### config.mk
export PLATFORM = sky130hd
export DESIGN_NAME = websocket_frame_deframer
export DESIGN_NICKNAME = d
export VERILOG_FILES = /design/src/rtl/wsd_pkg.sv /design/src/rtl/wsd_parser.sv /design/src/rtl/wsd_out_skid.sv /design/src/rtl/websocket_frame_deframer.sv
export SDC_FILE = /design/constraint.sdc
export NUM_CORES = 1
export LEC_CHECK = 0
export BUFFER_PORTS_ARGS = -buffer_cell sky130_fd_sc_hd__clkbuf_2
export CORE_MARGIN = 3
export CORE_UTILIZATION = 45
export CTS_CLUSTER_DIAMETER = 200
export DETAILED_ROUTE_END_ITERATION = 8
export GPL_ROUTABILITY_DRIVEN = 0
export HOLD_SLACK_MARGIN = 0.08
export SKIP_LAST_GASP = 1
export SYNTH_ARGS = -nofsm -noshare
export SYNTH_HDL_FRONTEND = slang
export SYNTH_SLANG_ARGS = --single-unit
### constraint.sdc
create_clock -name i_clk -period 11.73 [get_ports i_clk]
set_input_delay 0.5865 -clock i_clk [delete_from_list [all_inputs] [get_ports i_clk]]
set_output_delay 0.5865 -clock i_clk [all_outputs]
set_load 0.05 [all_outputs]
### src/rtl/wsd_pkg.sv
// Shared types and constants for the WebSocket frame deframer.
// No dependencies; imported by every module of the block.
package wsd_pkg;

    localparam int unsigned LEN_BITS_DEF = 16;
    localparam int unsigned CFG_W        = 17;
    localparam int unsigned BYTE_W       = 8;

    // Reset value of the payload limit; zero also means "no limit below 64 KiB"
    localparam logic [CFG_W-1:0] MAX_PAYLOAD_RST = 17'h10000;

    localparam logic [6:0] LEN_CODE_EXT16 = 7'd126;
    localparam logic [6:0] LEN_CODE_EXT64 = 7'd127;

    typedef enum logic [1:0] {
        ST_DATA     = 2'd0,
        ST_EMPTY    = 2'd1,
        ST_TOO_LONG = 2'd2,
        ST_LEN64    = 2'd3
    } t_status;

    typedef struct packed {
        logic [BYTE_W-1:0] data_byte;
        logic              last;
        t_status           status;
    } t_result;

endpackage

### src/rtl/wsd_parser.sv
// Frame header parser and payload unmasking: one byte in, at most one result out.
// Depends on wsd_pkg.
module wsd_parser #(
    parameter int unsigned LEN_BITS = wsd_pkg::LEN_BITS_DEF
) (
    input  logic                      i_clk,
    input  logic                      i_rst_n,
    input  logic                      i_valid,
    input  logic [7:0]                i_byte,
    input  logic [wsd_pkg::CFG_W-1:0] i_limit,
    output logic                      o_res_valid,
    output wsd_pkg::t_result          o_res
);
    import wsd_pkg::*;

    typedef enum logic [5:0] {
        PH_HDR0    = 6'b000001,
        PH_HDR1    = 6'b000010,
        PH_EXT_HI  = 6'b000100,
        PH_EXT_LO  = 6'b001000,
        PH_KEY     = 6'b010000,
        PH_PAYLOAD = 6'b100000
    } t_phase;

    t_phase              r_phase, n_phase;
    logic [1:0]          r_key_idx, n_key_idx;
    logic                r_masked, n_masked;
    logic [LEN_BITS-1:0] r_frame_len, n_frame_len;
    logic [LEN_BITS-1:0] r_byte_cnt, n_byte_cnt;
    logic [7:0]          r_ext_hi, n_ext_hi;
    logic [7:0]          r_key [4];

    logic [15:0]         w_len;
    logic                w_over;
    logic [7:0]          w_key;
    logic [LEN_BITS-1:0] w_cnt_inc;
    logic                w_key_we;

    // Length candidate: short code on the second header byte, else the 16-bit field
    assign w_len = (r_phase == PH_HDR1) ? {9'd0, i_byte[6:0]} : {r_ext_hi, i_byte};
    assign w_over = ((w_len >> LEN_BITS) != 16'd0) ||
                    ((i_limit != '0) && ({1'b0, w_len} > i_limit));
    assign w_key     = r_masked ? r_key[r_byte_cnt[1:0]] : 8'd0;
    assign w_cnt_inc = r_byte_cnt + 1'b1;
    assign w_key_we  = i_valid && (r_phase == PH_KEY);

    always_comb begin
        n_phase     = r_phase;
        n_key_idx   = r_key_idx;
        n_masked    = r_masked;
        n_frame_len = r_frame_len;
        n_byte_cnt  = r_byte_cnt;
        n_ext_hi    = r_ext_hi;
        o_res_valid = 1'b0;
        o_res       = '{data_byte: 8'd0, last: 1'b1, status: ST_DATA};
        if (i_valid) begin
            unique case (r_phase)
                PH_HDR1, PH_EXT_LO: begin
                    if (r_phase == PH_HDR1) begin
                        n_masked = i_byte[7];
                    end
                    if ((r_phase == PH_HDR1) && (i_byte[6:0] == LEN_CODE_EXT64)) begin
                        n_phase      = PH_HDR0;
                        o_res_valid  = 1'b1;
                        o_res.status = ST_LEN64;
                    end else if ((r_phase == PH_HDR1) &&
                                 (i_byte[6:0] == LEN_CODE_EXT16)) begin
                        n_phase = PH_EXT_HI;
                    end else if (w_over) begin
                        n_phase      = PH_HDR0;
                        o_res_valid  = 1'b1;
                        o_res.status = ST_TOO_LONG;
                    end else begin
                        n_frame_len = w_len[LEN_BITS-1:0];
                        if (((r_phase == PH_HDR1) && i_byte[7]) ||
                            ((r_phase == PH_EXT_LO) && r_masked)) begin
                            n_key_idx = 2'd0;
                            n_phase   = PH_KEY;
                        end else if (w_len == 16'd0) begin
                            n_phase      = PH_HDR0;
                            o_res_valid  = 1'b1;
                            o_res.status = ST_EMPTY;
                        end else begin
                            n_byte_cnt = '0;
                            n_phase    = PH_PAYLOAD;
                        end
                    end
                end
                PH_EXT_HI: begin
                    n_ext_hi = i_byte;
                    n_phase  = PH_EXT_LO;
                end
                PH_KEY: begin
                    n_key_idx = r_key_idx + 2'd1;
                    if (r_key_idx == 2'd3) begin
                        if (r_frame_len == '0) begin
                            n_phase      = PH_HDR0;
                            o_res_valid  = 1'b1;
                            o_res.status = ST_EMPTY;
                        end else begin
                            n_byte_cnt = '0;
                            n_phase    = PH_PAYLOAD;
                        end
                    end
                end
                PH_PAYLOAD: begin
                    n_byte_cnt      = w_cnt_inc;
                    o_res_valid     = 1'b1;
                    o_res.data_byte = i_byte ^ w_key;
                    o_res.last      = (w_cnt_inc == r_frame_len);
                    if (w_cnt_inc == r_frame_len) begin
                        n_phase = PH_HDR0;
                    end
                end
                default: begin
                    // first header byte, and any stray encoding
                    n_phase = PH_HDR1;
                end
            endcase
        end
    end

    always_ff @(posedge i_clk) begin
        if (!i_rst_n) begin
            r_phase     <= PH_HDR0;
            r_key_idx   <= 2'd0;
            r_masked    <= 1'b0;
            r_frame_len <= '0;
            r_byte_cnt  <= '0;
        end else begin
            r_phase     <= n_phase;
            r_key_idx   <= n_key_idx;
            r_masked    <= n_masked;
            r_frame_len <= n_frame_len;
            r_byte_cnt  <= n_byte_cnt;
        end
    end

    always_ff @(posedge i_clk) begin
        r_ext_hi <= n_ext_hi;
    end

    always_ff @(posedge i_clk) begin
        if (!i_rst_n) begin
            r_key[0] <= 8'd0;
            r_key[1] <= 8'd0;
            r_key[2] <= 8'd0;
            r_key[3] <= 8'd0;
        end else if (w_key_we) begin
            r_key[r_key_idx] <= i_byte;
        end
    end

    // a payload phase always has a non-empty frame to count through
    a_payload_len: assert property (@(posedge i_clk) disable iff (!i_rst_n)
        r_phase == PH_PAYLOAD |-> r_frame_len != '0)
        else $error("payload phase with zero frame length");

    // the key phase only follows a masked header
    a_key_masked: assert property (@(posedge i_clk) disable iff (!i_rst_n)
        r_phase == PH_KEY |-> r_masked)
        else $error("key phase without mask flag");

    // the byte count never runs past the frame length
    a_cnt_bound: assert property (@(posedge i_clk) disable iff (!i_rst_n)
        r_phase == PH_PAYLOAD |-> r_byte_cnt < r_frame_len)
        else $error("byte count overran frame length");

endmodule

### src/rtl/wsd_out_skid.sv
// Result register with one skid entry, decoupling the input handshake from output stalls.
// Depends on wsd_pkg.
module wsd_out_skid (
    input  logic             i_clk,
    input  logic             i_rst_n,
    input  logic             i_push,
    input  wsd_pkg::t_result i_res,
    output logic             o_ready,
    output logic             o_valid,
    output wsd_pkg::t_result o_res,
    input  logic             i_pop_ready
);
    import wsd_pkg::*;

    logic    r_out_valid, n_out_valid;
    logic    r_skid_valid, n_skid_valid;
    t_result r_out, n_out;
    t_result r_skid, n_skid;
    logic    w_pop;

    assign w_pop   = r_out_valid && i_pop_ready;
    assign o_ready = !r_skid_valid;
    assign o_valid = r_out_valid;
    assign o_res   = r_out;

    always_comb begin
        n_out_valid  = r_out_valid;
        n_skid_valid = r_skid_valid;
        n_out        = r_out;
        n_skid       = r_skid;
        if (r_skid_valid) begin
            if (w_pop) begin
                n_out        = r_skid;
                n_skid_valid = 1'b0;
            end
        end else if (i_push) begin
            if (!r_out_valid || w_pop) begin
                n_out       = i_res;
                n_out_valid = 1'b1;
            end else begin
                n_skid       = i_res;
                n_skid_valid = 1'b1;
            end
        end else if (w_pop) begin
            n_out_valid = 1'b0;
        end
    end

    always_ff @(posedge i_clk) begin
        if (!i_rst_n) begin
            r_out_valid  <= 1'b0;
            r_skid_valid <= 1'b0;
        end else begin
            r_out_valid  <= n_out_valid;
            r_skid_valid <= n_skid_valid;
        end
    end

    always_ff @(posedge i_clk) begin
        r_out  <= n_out;
        r_skid <= n_skid;
    end

    a_skid_behind_out: assert property (@(posedge i_clk) disable iff (!i_rst_n)
        r_skid_valid |-> r_out_valid)
        else $error("skid entry held with empty output register");

    a_no_push_full: assert property (@(posedge i_clk) disable iff (!i_rst_n)
        r_skid_valid && !w_pop |=> r_skid_valid && $stable(r_skid))
        else $error("skid entry lost or overwritten");

    a_skid_drains: assert property (@(posedge i_clk) disable iff (!i_rst_n)
        r_skid_valid && w_pop |=> r_out_valid && !r_skid_valid)
        else $error("skid entry not moved to output on pop");

endmodule

### src/rtl/websocket_frame_deframer.sv
// WebSocket frame deframer: parses header, length, mask key and unmasks payload bytes.
// Output: each result is registered, in the output register or, while the output stalls, in the skid entry.
// Throughput: one byte per cycle; o_s_tready drops only while the skid entry holds a result.
// Reset: synchronous, active low; parser returns to the first header byte, limit to 65536.
// Depends on wsd_pkg, wsd_parser and wsd_out_skid.
module websocket_frame_deframer #(
    parameter int unsigned LEN_BITS = wsd_pkg::LEN_BITS_DEF  // 8..16
) (
    input  logic                      i_clk,
    input  logic                      i_rst_n,
    // configuration write channel: max_payload
    input  logic                      i_cfg_valid,
    output logic                      o_cfg_ready,
    input  logic [wsd_pkg::CFG_W-1:0] i_cfg_data,    // [16:0] max_payload
    // byte stream in
    input  logic                      i_s_tvalid,
    output logic                      o_s_tready,
    input  logic [7:0]                i_s_tdata,     // [7:0] rx_byte
    // results out
    output logic                      o_m_tvalid,
    input  logic                      i_m_tready,
    output logic [7:0]                o_m_tdata,     // [7:0] data_byte
    output logic                      o_m_tlast,     // last
    output logic [1:0]                o_m_tuser      // [1:0] status
);
    import wsd_pkg::*;

    logic [CFG_W-1:0] r_max_payload;
    logic             w_accept;
    logic             w_res_valid;
    t_result          w_res;
    t_result          w_out;

    // Limit register; a write is always taken at once.
    assign o_cfg_ready = 1'b1;

    always_ff @(posedge i_clk) begin
        if (!i_rst_n) begin
            r_max_payload <= MAX_PAYLOAD_RST;
        end else if (i_cfg_valid) begin
            r_max_payload <= i_cfg_data;
        end
    end

    // A byte transaction completes whenever the skid entry is free.
    assign w_accept = i_s_tvalid && o_s_tready;

    // Header/payload state machine; all per-byte work is combinational here.
    wsd_parser #(
        .LEN_BITS (LEN_BITS)
    ) u_parser (
        .i_clk       (i_clk),
        .i_rst_n     (i_rst_n),
        .i_valid     (w_accept),
        .i_byte      (i_s_tdata),
        .i_limit     (r_max_payload),
        .o_res_valid (w_res_valid),
        .o_res       (w_res)
    );

    // Result register plus skid entry, so one more result is taken while the output stalls.
    wsd_out_skid u_out (
        .i_clk       (i_clk),
        .i_rst_n     (i_rst_n),
        .i_push      (w_res_valid),
        .i_res       (w_res),
        .o_ready     (o_s_tready),
        .o_valid     (o_m_tvalid),
        .o_res       (w_out),
        .i_pop_ready (i_m_tready)
    );

    assign o_m_tdata = w_out.data_byte;
    assign o_m_tlast = w_out.last;
    assign o_m_tuser = w_out.status;

endmodule
==> impl_metrics.ini, run 1 <==
[drt]
vias_per_cell = 5.67
route.detailed.drc = 0
via_count = 4879
ant_nets = 0
first_iter_violations = 349
postRouteWirelength_um = 15500
first_pass_iters = 5
wl_per_cell_um = 18.0

[logic_synthesis]
synthCells = 633
synth_compound_area_frac = 0.116
muxShareOfSynthArea = 0.0834
synthSimpleGateAreaFrac = 0.217
synth_fa_ha_area_frac = 0.0341
synth_flop_cell = edfxtp_1
synth_top_family_by_area = simple AND/OR/NAND/NOR gates
synth_edf_count = 62
yosysWarnings = 0
syn-cell-area_mm2 = 0.00660
yosysSeqAreaShare = 0.470
syn_avg_cell_area_um2 = 10.4
syn_nets = 681
synthXorXnorAreaFrac = 0.0412
ys_ff_latch = 124
ys_async_sr_fraction = 0
yosys.cell_types.count = 69

[critical_path]
worst_path_dominant_cell_family = compound AO/OA/AOI/OAI gates
slowest_stage = a22oi_1
cpPeakStageDelay_ps = 800
crit_fanout = 13
startpoint_type = flip-flop
cp.required_ps = 11760
critPathKind = flip-flop to flip-flop
worstPathCellList = or3b_1 > or2_1 > and2_1 > ha_1 > nand3_1 > a2111oi_0 > o31ai_1 > a21oi_1 > nand2_1 > a22oi_1
worst-path-buf-inv = 0
arrival_ps = 4430
worst_setup_path_end_kind = flip-flop

[pwr]
power_density_mw_per_mm2 = 144
vdd_drop_max_v = 0.0000930
switching_share = 0.217
p_leak_nw = 2.81
seqPwrFrac = 0.433
comb_power_share = 0.062
internal_power_uw = 848
finalPower_mw = 1.08
p_sw_uw = 235
clkPwrFrac = 0.504

[job]
cap_violations = 0

[cells_and_area]
layout.nets = 715
fillers = 1280
fin_cells = 860
area_delta_synth_final_pct = 14.4
multiInputGateArea_mm2 = 0.00325
layout_common_cells = dfxtp_1, edfxtp_1, and2_1, clkbuf_2, mux2i_1
drive_above_1_share = 0.163
n_antenna_cell = 0
ff_latch_area_mm2 = 0.00310

[timing]
slew_viol_final = 0
hold_viol_final = 0
period_share = 0.375
setup_tns_ps = 0
rsz0062_at_grt = no
slew_headroom = 0.329
setup_viol = 0
period_needed_ps = 4400
final.setup_skew_ps = 7.70
max_freq_ghz = 0.227
setup_slack_ps = 7330
worst_pin_slew_ps = 1010

[die]
io_pins = 44
rows = 43
die_h_um = 127
die_x_um = 127
dieArea_mm2 = 0.0162
core_mm2 = 0.0141
start_util = 0.468

[global_routing]
grt_max_degree = 60
antenna_found_initial = 0
grt_usage = 0.198
met1_usage = 0.284
overflow = 0
grt_use_met2 = 0.292
grt_pass1_vias = 4666
busiest_layer = met2
grt_use_met3 = 0.0510
grt_first_pass_wirelength_um = 25000

[clock_network]
clock_path_buffers = 2
postCtsSetupRepairBufs = 0
cts_made_buffers = 17
cts_resized = 0
root_buffer = clkbuf_16
ctsHoldBuffers = 0
cts_max_level = 4
cts_tree = done
cts_sinks = 124
clk_pin_slew_ps = 50
clk_latency_ps = 420

[placement]
dp_hpwl_um = 11000
pre_cts_ws_ps = 7360
port_buffers = 42
place_inst = 828

[outcome]
status = complete, no violations

[hold_path]
min_path_type = primary input to flip-flop
kinds of logic (layout without fill, tap and decap cells):
group,count (synthesis),in the layout
XOR/XNOR,31,31
adder cells (fa/ha/maj),18,18
AND/OR/NAND/NOR,250,250
flip-flops,124,124
multiplexers,45,45
buffers and inverters,60,107
AO/OA/AOI/OAI,104,104
other,1,1
per-stage QoR:
stage	hold WS, ps	utilization	cell area [um^2]
after floorplan	457	-	6600
after global placement	479	0.492	6930
after detailed placement	496	0.492	6930
after CTS	378	0.535	7550
after global routing	406	0.535	7550
final	390	0.535	7550
worst paths after layout:
| check | start | endpoint | slack (ps) | cells past startpoint |
|---|---|---|---|---|
| worst max register to register | u_parser.r_phase[1] | u_out.o_res[9] | 7330 | 10 |
| worst max-delay path | u_parser.r_phase[1] | u_out.o_res[9] | 7330 | 10 |
| worst min-delay path | i_cfg_data[16] | r_max_payload[16] | 390 | 3 |
| worst min register to register | u_parser.r_phase[4] | u_parser.r_phase[4] | 510 | 2 |
layout make-up:
class                           count  area share
Tap cell                          180      0.0298
Clock inverter                     12      0.0225
Inverter                           28      0.0139
Multi-Input combinational cell    449       0.431
Timing Repair Buffer               47      0.0328
Sequential cell                   124       0.411
Clock buffer                       20      0.0592
worst min-delay path, stage by stage:
cell and delay (ps):
clkbuf_2 70, mux2i_1 50, nand2_1 60
layer usage:
layer / wire, um / vias to the layer above
met5: 0 / -
met4: 262 / 0
met3: 830 / 22
met2: 6830 / 132
met1: 7550 / 2349
li1: - / 2376
state kept, by name, summed over array words and instances, names as in the netlist, named ones only:
name                  cells
u_parser.r_ext_hi         8
u_parser.r_masked         1
u_out.o_res              11
u_parser.r_byte_cnt      16
u_out.r_skid_valid        1
u_parser.r_phase          6
u_out.r_skid             11
u_parser.r_key_idx        2
u_out.o_valid             1
u_parser.r_key           32
r_max_payload            17
u_parser.r_frame_len     16
cell usage after synthesis, drive strengths merged (2+ instances only):
library cell	number	area [um^2]
mux2i	37	370
nand3b	6	45.0
a211o	2	17.5
a21o	12	90.1
buf	8	50.0
and3	6	37.5
a41o	3	30.0
o21a	5	37.5
a211oi	3	22.5
ha	18	225
nand2b	4	25.0
inv	28	105
nor3	19	121
nor4	19	131
nand4	10	62.6
a21boi	5	37.5
xor2	16	140
a31oi	4	40.0
nor2b	35	219
mux4	8	180
and2	42	263
nand3	17	85.1
a21oi	26	153
or4	5	45.0
o221a	2	22.5
clkbuf	24	90.1
o221ai	3	32.5
nor2	38	150
o22ai	2	12.5
o21ai	20	119
o31ai	3	22.5
o32ai	2	25.0
edfxtp	62	1860
nor3b	3	22.5
o2bb2ai	2	17.5
or3	6	37.5
dfxtp	62	1240
nand2	33	124
o31a	4	35.0
xnor2	15	131
power by group through the flow:
stage | logic (mW) | clock network, mW | registers [mW]
2_1_floorplan | 0.0476 | 0 | 0.475
3_3_place_gp | 0.0667 | 0 | 0.478
3_5_place_dp | 0.0679 | 0 | 0.478
4_1_cts | 0.0682 | 0.555 | 0.469
5_1_grt | 0.0751 | 0.573 | 0.470
6_report | 0.0676 | 0.547 | 0.469
Power figures use the tool's default switching activity.
==> inputs of run 2 (changes only) <==
clock period = 4.49 ns   (was 11.73 ns; I/O delays follow)
==> impl_metrics.ini, run 2 (synthesis gave the netlist of run 1 again) <==
[critical_path]
crit_fanout = 13
critPathKind = flip-flop to flip-flop
cp.required_ps = 4550
worst-path-buf-inv = 0
worst_path_dominant_cell_family = compound AO/OA/AOI/OAI gates
worst_setup_path_end_kind = flip-flop
worstPathCellList = or3b_1 > or2_1 > and2_1 > ha_1 > nand4_1 > a2111oi_0 > o31ai_1 > a21oi_1 > nand2_1 > a22oi_2
cpPeakStageDelay_ps = 570
startpoint_type = flip-flop
slowest_stage = a2111oi_0
arrival_ps = 4120

[drt]
route.detailed.drc = 0
first_pass_iters = 5
wl_per_cell_um = 17.8
vias_per_cell = 5.65
ant_nets = 0
postRouteWirelength_um = 15600
first_iter_violations = 514
via_count = 4959

[global_routing]
grt_usage = 0.202
grt_pass1_vias = 4844
antenna_found_initial = 0
grt_max_degree = 34
overflow = 0
grt_first_pass_wirelength_um = 25600

[timing]
period_needed_ps = 4070
rsz0062_at_grt = no
final.setup_skew_ps = 9.33
slew_headroom = 0.350
max_freq_ghz = 0.246
setup_tns_ps = 0
period_share = 0.906
setup_viol = 0
slew_viol_final = 0
worst_pin_slew_ps = 968
hold_viol_final = 0

[clock_network]
clk_pin_slew_ps = 50
cts_tree = done
postCtsSetupRepairBufs = 0
cts_made_buffers = 17
clock_path_buffers = 2
cts_max_level = 4
clk_latency_ps = 420
root_buffer = clkbuf_16
cts_sinks = 124

[cells_and_area]
fin_area_mm2 = 0.00772
largest_reg_flops = 32
layout_common_cells = dfxtp_1, edfxtp_1, and2_1, clkbuf_2, mux2i_1
regMostFlops = u_parser.r_key
area_delta_synth_final_pct = 17.1
n_antenna_cell = 0
fillers = 1261
top_regs = u_parser.r_key (32), r_max_payload (17)
layout.nets = 733
drive_above_1_share = 0.159

[die]
io_pins = 44
rows = 43
die_h_um = 127
core_mm2 = 0.0141
die_x_um = 127
dieArea_mm2 = 0.0162
start_util = 0.468

[placement]
port_buffers = 42
dpl-instance-area_mm2 = 0.00695
dp_hpwl_um = 11200

[pwr]
power_density_mw_per_mm2 = 368
vdd_drop_max_v = 0.000248
p_leak_nw = 2.89

[hold_path]
min_path_type = primary input to flip-flop

[outcome]
status = complete, no violations

[job]
cap_violations = 0
## run 2: worst paths after layout
kind	from	end	slack, ps	cells after the start
worst max-delay path	u_parser.r_phase[1]	u_out.o_res[6]	420	10
worst min-delay path	i_cfg_data[8]	r_max_payload[8]	100	3
worst min register to register	u_parser.r_byte_cnt[6]	u_parser.r_byte_cnt[6]	510	2
worst max register to register	u_parser.r_phase[1]	u_out.o_res[6]	420	10
## run 2: timing repair
item | CTS | global route
setup endpoints to repair | 0 | 11
hold endpoints to repair | 16 | 0
hold buffers | 16 | 0
resized for setup | 0 | 1
## run 2: through the flow
step	instances	util	hold WS (ps)	power [mW]	worst slack [ps]
2_1_floorplan	633	-	323	1.37	454
3_3_place_gp	830	0.493	441	1.42	377
3_5_place_dp	830	0.493	447	1.43	193
4_1_cts	878	0.548	88.7	2.87	179
5_1_grt	878	0.548	100	2.94	54.5
6_report	878	0.548	99.7	2.85	422
## run 2: layer usage
| layer | global-route usage | up-vias | routed length, um |
|---|---|---|---|
| li1 | - | 2418 | - |
| met4 | 0.0700 | 0 | 263 |
| met2 | 0.310 | 165 | 7140 |
| met5 | 0 | - | 0 |
| met3 | 0.0489 | 24 | 922 |
| met1 | 0.280 | 2352 | 7310 |
## run 2: tightest hold or removal path, stage by stage
cell and delay, ps:
clkbuf_2 70, mux2i_1 60, nor2b_1 120
## run 2: final cells by class
| class | instances | area, um^2 | share of cell area |
|---|---|---|---|
| clock buffers | 24 | 472 | 0.0611 |
| repair buffers | 65 | 423 | 0.0547 |
| clock inverters | 8 | 143 | 0.0185 |
| well taps | 180 | 225 | 0.0292 |
| inverters | 28 | 105 | 0.0136 |
| multi-input cells | 449 | 3250 | 0.421 |
| flip-flops and latches | 124 | 3100 | 0.402 |
## run 2: report_power, final
part           internal, mW  total (mW)  switching (mW)
clock                 0.955        1.43           0.475
sequential             1.21        1.23          0.0190
combinational        0.0796       0.190           0.110
total                  2.24        2.85           0.604
